===== src/rtl/upc_pkg.sv =====
`timescale 1ns / 1ps
// ----------------------------------------------------------------------------
// upc_pkg
// Types, constants and character helpers shared by the percent codec.
// ----------------------------------------------------------------------------
package upc_pkg;

  localparam int CMD_DEPTH = 4;

  localparam logic [7:0] CH_PERCENT = 8'h25;
  localparam logic [7:0] CH_SLASH   = 8'h2F;
  localparam logic [7:0] CH_DOT     = 8'h2E;
  localparam logic [7:0] CH_ZERO    = 8'h30;
  localparam logic [7:0] CH_NINE    = 8'h39;
  localparam logic [7:0] CH_UC_A    = 8'h41;
  localparam logic [7:0] CH_UC_F    = 8'h46;
  localparam logic [7:0] CH_UC_Z    = 8'h5A;
  localparam logic [7:0] CH_LC_A    = 8'h61;
  localparam logic [7:0] CH_LC_F    = 8'h66;
  localparam logic [7:0] CH_LC_Z    = 8'h7A;

  localparam logic [4:0] DIGIT_BAD = 5'h1F;
  localparam logic [4:0] TEN       = 5'd10;

  localparam logic       MODE_ENCODE = 1'b0;
  localparam logic       MODE_DECODE = 1'b1;

  localparam logic [1:0] PH_IDLE = 2'd0;
  localparam logic [1:0] PH_HIGH = 2'd1;
  localparam logic [1:0] PH_LOW  = 2'd2;

  localparam logic [1:0] PART_PCT = 2'd0;
  localparam logic [1:0] PART_HI  = 2'd1;
  localparam logic [1:0] PART_LO  = 2'd2;

  typedef struct packed {
    logic [7:0] in_byte;
    logic       in_last;
  } in_item_t;

  typedef struct packed {
    logic [7:0] out_byte;
    logic       run_last;
    logic       text_end;
    logic       bad_escape;
  } out_item_t;

  // one queued job for the back end
  typedef struct packed {
    logic [7:0] data;
    logic       triple;   // expand to percent escape
    logic       last;
    logic       bad;
  } cmd_t;

  function automatic logic passes(input logic [7:0] ch);
    passes = (ch >= CH_ZERO && ch <= CH_NINE) || (ch >= CH_LC_A && ch <= CH_LC_Z) ||
             (ch >= CH_UC_A && ch <= CH_UC_Z) || ch == CH_SLASH || ch == CH_DOT;
  endfunction

  // 5-bit two's complement digit value, all ones when not a hex digit
  function automatic logic [4:0] hex_value(input logic [7:0] ch);
    logic [7:0] d;
    d = 8'd0;
    if (ch >= CH_ZERO && ch <= CH_NINE) begin
      d = ch - CH_ZERO;
      hex_value = d[4:0];
    end else if (ch >= CH_LC_A && ch <= CH_LC_F) begin
      d = ch - CH_LC_A;
      hex_value = d[4:0] + TEN;
    end else if (ch >= CH_UC_A && ch <= CH_UC_F) begin
      d = ch - CH_UC_A;
      hex_value = d[4:0] + TEN;
    end else begin
      hex_value = DIGIT_BAD;
    end
  endfunction

  function automatic logic [7:0] hex_char(input logic [3:0] nib);
    if (nib < 4'd10) begin
      hex_char = CH_ZERO + {4'd0, nib};
    end else begin
      hex_char = CH_UC_A + {4'd0, nib} - 8'd10;
    end
  endfunction

  // hi*16 + lo mod 256, both 5-bit signed
  function automatic logic [7:0] combine(input logic [4:0] hi, input logic [4:0] lo);
    combine = {hi[3:0], 4'd0} + {{3{lo[4]}}, lo};
  endfunction

endpackage


===== src/rtl/url_percent_codec.sv =====
`timescale 1ns / 1ps
// ----------------------------------------------------------------------------
// url_percent_codec
// Streaming percent encoder / decoder for URL text.
// ----------------------------------------------------------------------------
// Input side is a queue: drive in_data and push; a word is taken when push is
// high and full is low. Results come out of a queue: while empty is low the
// oldest result sits on out_data and pop takes it.
// cfg_data selects encode (0) or decode (1); it is written when cfg_valid is
// high (cfg_ready is always high) and also clears any open escape. Write it
// only while no text is in flight.
// A pushed word is written into the job queue, then loaded into the output
// register before it shows on out_data. The front end takes one word per
// cycle while full is low; the back end sends one result per cycle while pop
// is high, so an escaped encoded byte holds the output for three results.
// Plain bytes sustain one word per cycle; the single output register slows escapes.
// A job queue of CMD_DEPTH entries sits between the two ends; when the
// receiver stops popping it fills and full rises, holding off the sender.
// Reset (synchronous, rst_n low) empties both queues, selects encode and
// drops any escape in progress.
// ----------------------------------------------------------------------------
module url_percent_codec #(
  parameter int CMD_DEPTH = upc_pkg::CMD_DEPTH
) (
  input  logic               clk,
  input  logic               rst_n,
  input  logic               push,
  output logic               full,
  input  upc_pkg::in_item_t  in_data,
  output logic               empty,
  input  logic               pop,
  output upc_pkg::out_item_t out_data,
  input  logic               cfg_valid,
  output logic               cfg_ready,
  input  logic               cfg_data
);

  logic          q_full, q_empty, q_wr, q_rd;
  upc_pkg::cmd_t q_wdata, q_rdata;

  upc_front u_front (
    .clk       (clk),
    .rst_n     (rst_n),
    .push      (push),
    .full      (full),
    .in_data   (in_data),
    .cfg_valid (cfg_valid),
    .cfg_ready (cfg_ready),
    .cfg_data  (cfg_data),
    .q_full    (q_full),
    .q_wr      (q_wr),
    .q_wdata   (q_wdata)
  );

  upc_cmd_fifo #(
    .DEPTH (CMD_DEPTH)
  ) u_fifo (
    .clk     (clk),
    .rst_n   (rst_n),
    .wr      (q_wr),
    .wdata   (q_wdata),
    .q_full  (q_full),
    .rd      (q_rd),
    .q_empty (q_empty),
    .rdata   (q_rdata)
  );

  upc_back u_back (
    .clk      (clk),
    .rst_n    (rst_n),
    .q_empty  (q_empty),
    .q_rdata  (q_rdata),
    .q_rd     (q_rd),
    .empty    (empty),
    .pop      (pop),
    .out_data (out_data)
  );

endmodule


===== src/rtl/upc_front.sv =====
`timescale 1ns / 1ps
// ----------------------------------------------------------------------------
// upc_front
// Takes input words, tracks escape state and queues output jobs.
// ----------------------------------------------------------------------------
module upc_front (
  input  logic              clk,
  input  logic              rst_n,
  input  logic              push,
  output logic              full,
  input  upc_pkg::in_item_t in_data,
  input  logic              cfg_valid,
  output logic              cfg_ready,
  input  logic              cfg_data,
  input  logic              q_full,
  output logic              q_wr,
  output upc_pkg::cmd_t     q_wdata
);

  logic       mode_r, mode_nxt;
  logic [1:0] phase_r, phase_nxt;
  logic [4:0] high_r, high_nxt;
  logic       accept;
  logic       emit;
  logic [4:0] dig;

  assign full      = q_full;
  assign cfg_ready = 1'b1;
  assign accept    = push && !q_full;
  assign dig       = upc_pkg::hex_value(in_data.in_byte);

  always_comb begin
    mode_nxt  = mode_r;
    phase_nxt = phase_r;
    high_nxt  = high_r;
    emit      = 1'b0;
    q_wdata   = '{data: in_data.in_byte, triple: 1'b0, last: in_data.in_last, bad: 1'b0};
    if (cfg_valid) begin
      mode_nxt  = cfg_data;
      phase_nxt = upc_pkg::PH_IDLE;
      high_nxt  = 5'd0;
    end else if (accept) begin
      if (mode_r == upc_pkg::MODE_ENCODE) begin
        emit           = 1'b1;
        q_wdata.triple = !upc_pkg::passes(in_data.in_byte);
        phase_nxt      = upc_pkg::PH_IDLE;
      end else begin
        unique case (phase_r)
          upc_pkg::PH_HIGH: begin
            high_nxt  = dig;
            phase_nxt = upc_pkg::PH_LOW;
            if (in_data.in_last) begin
              emit         = 1'b1;
              q_wdata.data = upc_pkg::combine(dig, upc_pkg::DIGIT_BAD);
              q_wdata.bad  = 1'b1;
            end
          end
          upc_pkg::PH_LOW: begin
            emit         = 1'b1;
            q_wdata.data = upc_pkg::combine(high_r, dig);
            q_wdata.bad  = high_r[4] || dig[4];
            phase_nxt    = upc_pkg::PH_IDLE;
          end
          default: begin
            if (in_data.in_byte == upc_pkg::CH_PERCENT) begin
              phase_nxt = upc_pkg::PH_HIGH;
              if (in_data.in_last) begin
                emit         = 1'b1;
                q_wdata.data = upc_pkg::combine(upc_pkg::DIGIT_BAD, upc_pkg::DIGIT_BAD);
                q_wdata.bad  = 1'b1;
              end
            end else begin
              emit      = 1'b1;
              phase_nxt = upc_pkg::PH_IDLE;
            end
          end
        endcase
      end
      // end of text drops any open escape
      if (in_data.in_last) begin
        phase_nxt = upc_pkg::PH_IDLE;
        high_nxt  = 5'd0;
      end
    end
  end

  assign q_wr = accept && emit && !cfg_valid;

  always_ff @(posedge clk) begin
    if (!rst_n) begin
      mode_r  <= upc_pkg::MODE_ENCODE;
      phase_r <= upc_pkg::PH_IDLE;
      high_r  <= 5'd0;
    end else begin
      mode_r  <= mode_nxt;
      phase_r <= phase_nxt;
      high_r  <= high_nxt;
    end
  end

endmodule


===== src/rtl/upc_cmd_fifo.sv =====
`timescale 1ns / 1ps
// ----------------------------------------------------------------------------
// upc_cmd_fifo
// Short job queue between the front and back ends.
// ----------------------------------------------------------------------------
module upc_cmd_fifo #(
  parameter int DEPTH = upc_pkg::CMD_DEPTH
) (
  input  logic          clk,
  input  logic          rst_n,
  input  logic          wr,
  input  upc_pkg::cmd_t wdata,
  output logic          q_full,
  input  logic          rd,
  output logic          q_empty,
  output upc_pkg::cmd_t rdata
);

  localparam int PW = (DEPTH > 1) ? $clog2(DEPTH) : 1;
  localparam int CW = $clog2(DEPTH + 1);
  localparam logic [PW-1:0] PTR_MAX = PW'(DEPTH - 1);
  localparam logic [CW-1:0] CNT_MAX = CW'(DEPTH);

  upc_pkg::cmd_t mem_r [DEPTH];
  logic [PW-1:0] wr_ptr_r, wr_ptr_nxt;
  logic [PW-1:0] rd_ptr_r, rd_ptr_nxt;
  logic [CW-1:0] count_r, count_nxt;
  logic          do_wr, do_rd;

  assign q_full  = (count_r == CNT_MAX);
  assign q_empty = (count_r == '0);
  assign rdata   = mem_r[rd_ptr_r];
  assign do_wr   = wr && !q_full;
  assign do_rd   = rd && !q_empty;

  always_comb begin
    wr_ptr_nxt = wr_ptr_r;
    rd_ptr_nxt = rd_ptr_r;
    count_nxt  = count_r;
    if (do_wr) begin
      wr_ptr_nxt = (wr_ptr_r == PTR_MAX) ? '0 : wr_ptr_r + 1'b1;
    end
    if (do_rd) begin
      rd_ptr_nxt = (rd_ptr_r == PTR_MAX) ? '0 : rd_ptr_r + 1'b1;
    end
    if (do_wr && !do_rd) begin
      count_nxt = count_r + 1'b1;
    end else if (do_rd && !do_wr) begin
      count_nxt = count_r - 1'b1;
    end
  end

  always_ff @(posedge clk) begin
    if (do_wr) begin
      mem_r[wr_ptr_r] <= wdata;
    end
  end

  always_ff @(posedge clk) begin
    if (!rst_n) begin
      wr_ptr_r <= '0;
      rd_ptr_r <= '0;
      count_r  <= '0;
    end else begin
      wr_ptr_r <= wr_ptr_nxt;
      rd_ptr_r <= rd_ptr_nxt;
      count_r  <= count_nxt;
    end
  end

endmodule


===== src/rtl/upc_back.sv =====
`timescale 1ns / 1ps
// ----------------------------------------------------------------------------
// upc_back
// Expands queued jobs into result words held in an output register.
// ----------------------------------------------------------------------------
module upc_back (
  input  logic               clk,
  input  logic               rst_n,
  input  logic               q_empty,
  input  upc_pkg::cmd_t      q_rdata,
  output logic               q_rd,
  output logic               empty,
  input  logic               pop,
  output upc_pkg::out_item_t out_data
);

  logic               out_valid_r, out_valid_nxt;
  upc_pkg::out_item_t out_r, out_nxt;
  logic [1:0]         part_r, part_nxt;
  logic               load;

  assign empty    = !out_valid_r;
  assign out_data = out_r;
  assign load     = (!out_valid_r || pop) && !q_empty;

  always_comb begin
    out_valid_nxt = out_valid_r;
    out_nxt       = out_r;
    part_nxt      = part_r;
    q_rd          = 1'b0;
    if (load) begin
      out_valid_nxt       = 1'b1;
      out_nxt.bad_escape  = q_rdata.bad;
      if (!q_rdata.triple) begin
        out_nxt.out_byte = q_rdata.data;
        out_nxt.run_last = 1'b1;
        out_nxt.text_end = q_rdata.last;
        q_rd             = 1'b1;
      end else begin
        unique case (part_r)
          upc_pkg::PART_PCT: begin
            out_nxt.out_byte = upc_pkg::CH_PERCENT;
            out_nxt.run_last = 1'b0;
            out_nxt.text_end = 1'b0;
            part_nxt         = upc_pkg::PART_HI;
          end
          upc_pkg::PART_HI: begin
            out_nxt.out_byte = upc_pkg::hex_char(q_rdata.data[7:4]);
            out_nxt.run_last = 1'b0;
            out_nxt.text_end = 1'b0;
            part_nxt         = upc_pkg::PART_LO;
          end
          default: begin
            out_nxt.out_byte = upc_pkg::hex_char(q_rdata.data[3:0]);
            out_nxt.run_last = 1'b1;
            out_nxt.text_end = q_rdata.last;
            part_nxt         = upc_pkg::PART_PCT;
            q_rd             = 1'b1;
          end
        endcase
      end
    end else if (pop) begin
      out_valid_nxt = 1'b0;
    end
  end

  always_ff @(posedge clk) begin
    out_r <= out_nxt;
  end

  always_ff @(posedge clk) begin
    if (!rst_n) begin
      out_valid_r <= 1'b0;
      part_r      <= upc_pkg::PART_PCT;
    end else begin
      out_valid_r <= out_valid_nxt;
      part_r      <= part_nxt;
    end
  end

endmodule


===== config.mk =====
export PLATFORM = sky130hd
export DESIGN_NAME = url_percent_codec
export DESIGN_NICKNAME = d
export VERILOG_FILES = /design/src/rtl/upc_pkg.sv /design/src/rtl/url_percent_codec.sv /design/src/rtl/upc_front.sv /design/src/rtl/upc_cmd_fifo.sv /design/src/rtl/upc_back.sv
export SDC_FILE = /design/constraint.sdc
export NUM_CORES = 1
export LEC_CHECK = 0
export ABC_AREA = 1
export ABC_CLOCK_PERIOD_IN_PS = 3050
export BUFFER_PORTS_ARGS = -buffer_cell sky130_fd_sc_hd__buf_2
export CAP_MARGIN = 10
export CORE_MARGIN = 2
export CORE_UTILIZATION = 53
export DETAILED_ROUTE_END_ITERATION = 10
export PLACE_DENSITY = 0.71
export SYNTH_ARGS = -nofsm -noshare
export SYNTH_HDL_FRONTEND = slang
export SYNTH_SLANG_ARGS = --single-unit

===== constraint.sdc =====
create_clock -name clk -period 3.05 [get_ports clk]
set_clock_uncertainty 0.1 [all_clocks]
set_input_delay 0.305 -clock clk [delete_from_list [all_inputs] [get_ports clk]]
set_output_delay 0.305 -clock clk [all_outputs]
set_load 0.01 [all_outputs]

### Yosys cells after proc, flatten, opt, wreduce, memory -nomap -nowiden

Memories as Yosys holds them, arrays and structs flattened. A register that Yosys moved wholly into a read port is not among the register bits.
Index checks and enable logic that the tools add are counted.

* register bits after elaboration: 29
* memory bits (writable): 44
* input bits: 15
* output and inout bits: 14
* logic and storage cells: 133
* memories: 1

Memory list
* u_fifo.mem_r: words 4, width 11, rd ports 1, clocked after memory_dff 1, wr ports 1, RTL line upc_cmd_fifo.sv:24 `upc_pkg::cmd_t mem_r [DEPTH];`

* $add $sub $neg: 17
* magnitude comparators: 10
* eq/ne operators: 9
* mux-type cells: 47
* bitwise gates (word level): 1
* reductions and logical operators: 36

Operators with widths (number)
* 8-bit 2-to-1 mux: 6
* 8-bit by 7-bit <= comparator with 1-bit output, second input constant: 4
* 5-bit 2-to-1 mux: 6
* 8-bit by 6-bit equality test with 1-bit output, second input constant: 3
* 10-bit case mux with 2 select lines: 1
* 1-bit 2-to-1 mux: 18
* 9-bit 2-to-1 mux: 2
* 7-bit by 4-bit adder with 8-bit output, first input constant: 2
* 8-bit by 7-bit greater-or-equal comparator with 1-bit output, second input constant: 2
* 8-bit case mux with 2 select lines: 1
* 8-bit by 4-bit subtractor with 8-bit output, second input constant: 2
* 6-bit by 4-bit adder with 7-bit output, first input constant: 2
* 1-bit logical AND: 13
* 2-bit 2-to-1 mux: 6
* 5-bit by 4-bit adder with 5-bit output, second input constant: 2
* 10-bit 2-to-1 mux: 1
* 5-bit by 1-bit subtractor with 5-bit output, second input constant: 2
* 8-bit adder: 1
* 8-bit adder, second input constant: 1
* 8-bit by 6-bit greater-or-equal comparator with 1-bit output, second input constant: 1
* 8-bit by 6-bit <= comparator with 1-bit output, second input constant: 1
* 4-bit less-than comparator, second input constant: 2
* 2-bit case mux with 2 select lines: 2
* 2-bit nonzero test: 4
* 17 further kinds: 35

### Longest topological paths before layout

* word-level depth: 13
* gate-level depth with buffers: 17
* gate-level depth less buffers: 17

### Cells and area by module

From an unflattened synthesis, not the netlist that was laid out.

* cell total of the unflattened synthesis: 508
* area, all modules: 4314.1 um^2

Modules (own cells, without submodules)
* upc_cmd_fifo: times used 1, cells an instance 179, area an instance 2153.3 um^2, seq. area each 1501.4 um^2
* upc_front: times used 1, cells an instance 221, area an instance 1336.3 um^2, seq. area each 160.2 um^2
* upc_back: times used 1, cells an instance 108, area an instance 824.5 um^2, seq. area each 390.4 um^2

### Worst setup path before layout

OpenSTA, ideal clock, no wires.

* kind: flip-flop to flip-flop
* start point: register u_fifo.count_r[0]
* end point: register u_fifo.count_r[1]
* setup time: 120 ps
* arrival time: 2290 ps
* data required time: 2830 ps
* path slack: 540 ps
* cell stages (with the launch flop): 9
* path buffers: 0
* clock period less this slack: 2510 ps
* cell sequence: dfxtp_1 > inv_1 > a31oi_1 > nand2_2 > ha_1 > inv_1 > fa_1 > o21ai_0 > a21oi_1

* elaborated cells on any way between the ends: 22
* classes of those cells: add/sub: 2; eq/ne: 1; mux: 5; reduce/logical: 14

RTL lines
* from (decl): RTL line upc_cmd_fifo.sv:27 `logic [CW-1:0] count_r, count_nxt;`
* from (signal assigned): RTL line upc_cmd_fifo.sv:67 `count_r <= count_nxt;`
* 3-bit logical NOT: RTL line upc_cmd_fifo.sv:31 `assign q_empty = (count_r == '0);`
* 1-bit logical NOT: RTL line upc_back.sv:24 `assign load = (!out_valid_r || pop) && !q_empty;`
* 1-bit logical AND: RTL line upc_back.sv:24
* named net u_back.load: RTL line upc_back.sv:20 `logic load;`
* 1-bit 2-to-1 mux: RTL line upc_back.sv:31 `if (load) begin`
* 1-bit logical AND: RTL line upc_cmd_fifo.sv:34 `assign do_rd = rd && !q_empty;`
* 1-bit logical NOT: RTL line upc_cmd_fifo.sv:46 `if (do_wr && !do_rd) begin`
* 1-bit logical AND: RTL line upc_cmd_fifo.sv:46
* 3-bit 2-to-1 mux: RTL line upc_cmd_fifo.sv:46
* named net u_fifo.count_nxt[1]: RTL line upc_cmd_fifo.sv:27

The timed path passes the listed nets, and every way through them passes these cells. The select of a mux whose other input is x is not followed.
A chain may end at the register's enable or synchronous reset.

==> summary.md <==
| Metric | Value |
|---|---|
| Crit path capture type | flip-flop |
| Clock Latency Late Sink | 0.34 ns |
| Final Hold Vio Count | 0 |
| Via/cell ratio | ~5.2 |
| Row count | 32 |
| Cell count after synthesis | ~470 |
| Routability cong. | 0.9080 |
| Clk slew on worst S/H paths | ~0.08 ns |
| Worst EP arrival | about 2.6 ns |
| CTS tree | built |
| Initial antenna violation count | 0 |
| Top_reg_cell synth | edfxtp_1 |
| Switch Pwr | 1.391 mW |
| Die ar. | between 8000 and 9000 sq um |
| Layout Utilization | ~59% |
| Largest net degree at the start of global routing | 23 |
| P_leak | between 1.5 and 2 nW |
| Max Fanout on Critical Path | 6 |
| Max-cap violations | 0 |
| WP data required | just over 3 ns |
| Area post-placement | ~4400 sq um |
| IO Count | 29 |
| Area leader, netlist | edfxtp_1 |
| Critical path class | in2reg |
| Async set or reset register ratio after synthesis | 0% |
| Setup bufs post-CTS | 0 |
| Post-DRT Antenna Nets | 0 |
| Die width | between 90 and 100 um |
| Hold slack | 0.1183 ns |
| Area grow syn2layout | 8.331% |
| Relative slew slack | between 20% and 30% |
| Worst-Margin Slew | ~1.1 ns |
| Number of synthesized flops with an enable pin | 55 |
| DIE HEIGHT | 92.92 um |
| Switching share of power | 39.80% |
| Layout Nets | about 540 |
| Max Freq | between 300 and 400 MHz |
| Via count | 3,192 |
| Seq/Total Area, Yosys | between 40% and 50% |
| DR pass1 iterations | 4 |
| Int Pwr | approximately 2.1 mW |
| GR Overflow Total | 0 |
| Synth Cell Area | about 4200 sq um |
| Comb pwr share | a little over 40% |
| Tmin final | around 2.6 ns |
| Seq cells post-synth | 75 |
| Clock sink count | 75 |
| Inserted Diodes | 0 |
| Synth top cells by count | nand2_1 (95), inv_1 (60), edfxtp_1 (55) |
| RSZ-0062 raised after global routing | no |
| Initial Util | between 50% and 60% |
| FF+latch area | just over 2000 sq um |
| Total Power | 3.494 mW |
| Vias in the first global route | approximately 3k |
| DR DRC count | 0 |
| Fillers | slightly below 700 |
| Worst setup SP type | primary input |
| HP Class | in2reg |
| Status | complete, no violations |
| Final setup violation count | 0 |
| # port buffers | 27 |
| Cell Pwr Density | 769.8 nW/um^2 |
| Synth top area share | between 30% and 40% |
| Final WL | 8.521 mm |
| TritonCTS buffer count | 9 |
| Clk buf depth | 2 |
| Post-cts sizing count | 0 |
| DR WL/cell | approximately 14 um |
| Drt initial violations | between 100 and 150 |
| Synth cell types | 41 |
| Period utilization | a little over four fifths |
| Most common cell in the netlist | nand2_1 |
| Net Count, Synth | approximately 510 |
| First-pass GRT wire length | approximately 14 mm |
| Ys Warns | 0 |
| Setup_tns | 0 ns |
| Peak supply drop | 0.3053 mV |
| Core Area | roughly 7700 sq um |
| Synth Area per Inst | about 8.9 sq um |
| Clock Power Share | 18.4% |
| Post-detail-place hpwl | about 6.4 mm |
| Share of layout cells above drive strength 1 | 17.16% |
| Flop pwr share | about two fifths |
| Finished Cell Area | about 4500 sq um |
| Hold-fix buffers, CTS | 0 |
| GRT Total Usage | approximately a fifth |
| Final slew viol count | 0 |
| CTS H-Tree Depth | 3 |
| Synth top area cells | edfxtp_1 (39%), dfxtp_1 (9.6%), nand2_1 (8.5%) |
| CTS Root Cell | clkbuf_8 |
| Multi-input gate area | ~1800 sq um |
sequential cells by signal (all words and copies together), names as in the netlist, 2 cells and up, named ones only:
register,count
u_front.high_r,5
u_fifo.wr_ptr_r,2
u_fifo.rd_ptr_r,2
u_back.out_data,11
u_fifo.mem_r,44
u_fifo.count_r,3
u_front.phase_r,2
u_back.part_r,2
per-layer routing:
layer | wire, um | up-vias | track usage, % | part of all wire [%]
met5 | 0 | - | 0 | 0
met4 | 143 | 0 | 7.475 | 1.7
met3 | 356 | 13 | 3.824 | 4.2
met2 | 4088 | 82 | 34.36 | 48
met1 | 3932 | 1467 | 27.11 | 46
li1 | - | 1630 | - | -
final cells by class:
| cell class | count | area share [%] |
|---|---|---|
| clock inverters | 6 | 0.7166 |
| clock buffers | 10 | 2.811 |
| well taps | 102 | 2.811 |
| inverters | 72 | 6.174 |
| repair buffers | 31 | 3.638 |
| multi-input cells | 313 | 38.64 |
| flip-flops and latches | 75 | 45.20 |
path summary, 6_finish.rpt:
path / startpoint / end / slack [ns] / cells past startpoint
min: cfg_data / u_front.mode_r / 0.12 / 3
max: in_data[1] / u_fifo.mem_r[3][10] / 0.46 / 17
min reg2reg: u_front.high_r[4] / u_front.high_r[4] / 0.38 / 2
max reg2reg: u_fifo.count_r[0] / u_fifo.mem_r[2][0] / 0.48 / 8
power by group through the flow:
stage                     Clock [mW]  Combinational (mW)  Sequential [mW]
after global routing           0.686                1.64             1.43
after global placement             0                1.40             1.43
after CTS                      0.653                1.44             1.41
after floorplan                    0                1.06             1.46
final                          0.645                1.44             1.41
after detailed placement           0                1.44             1.43
logic make-up (layout without fill, tap and decap cells):
family	Yosys count	after routing	synth area share, %
AOI/OAI and AO/OA	92	92	13.14
xor gates and xnor gates	4	4	0.8362
adders and majority gates	21	21	6.629
buffers and inverters	84	119	9.167
DFF	75	75	48.97
other	1	1	0.08949
and+or+nand+nor	195	195	21.17
stage by stage:
step | setup WS [ns] | std cells
after detailed placement | 0.1613 | 593
after CTS | 0.4230 | 609
after floorplan | 0.5399 | 472
final | 0.4647 | 609
after global routing | 0.1630 | 609
after global placement | 0.2350 | 593
layout by cell type, fill, tap and decap left out, drive strengths merged:
master    synthesis  routed
nand2           111     111
inv              71      71
edfxtp           55      55
nor2             48      48
o21ai            36      36
a21oi            32      32
buf              11      31
nand3            30      30
dfxtp            20      20
ha               19      19
clkbuf            1      10
o22ai             7       7
a31oi             5       5
clkinv            1       5
nand4             4       4
a32oi             4       4
a211oi            3       3
xor2              2       2
xnor2             2       2
nor3              2       2
fa                2       2
clkinvlp          0       2
o22a              1       1
o32ai             1       1
a22oi             1       1
o2111ai           1       1
o211a             1       1
conb              1       1
worst max-delay path: stages:
cell and delay [ns]:
buf_2 0.14, inv_1 0.11, ha_1 0.22, inv_1 0.05, nor2_1 0.04, nand3_1 0.09, nand2_2 0.10, o21ai_4 0.20
nand2_4 0.10, ha_1 0.34, a21oi_1 0.15, nand2_1 0.08, xnor2_1 0.17, nor2_1 0.07, nor2_1 0.13, nor2_1 0.06
a21oi_1 0.27
Power figures use the tool's default switching activity.
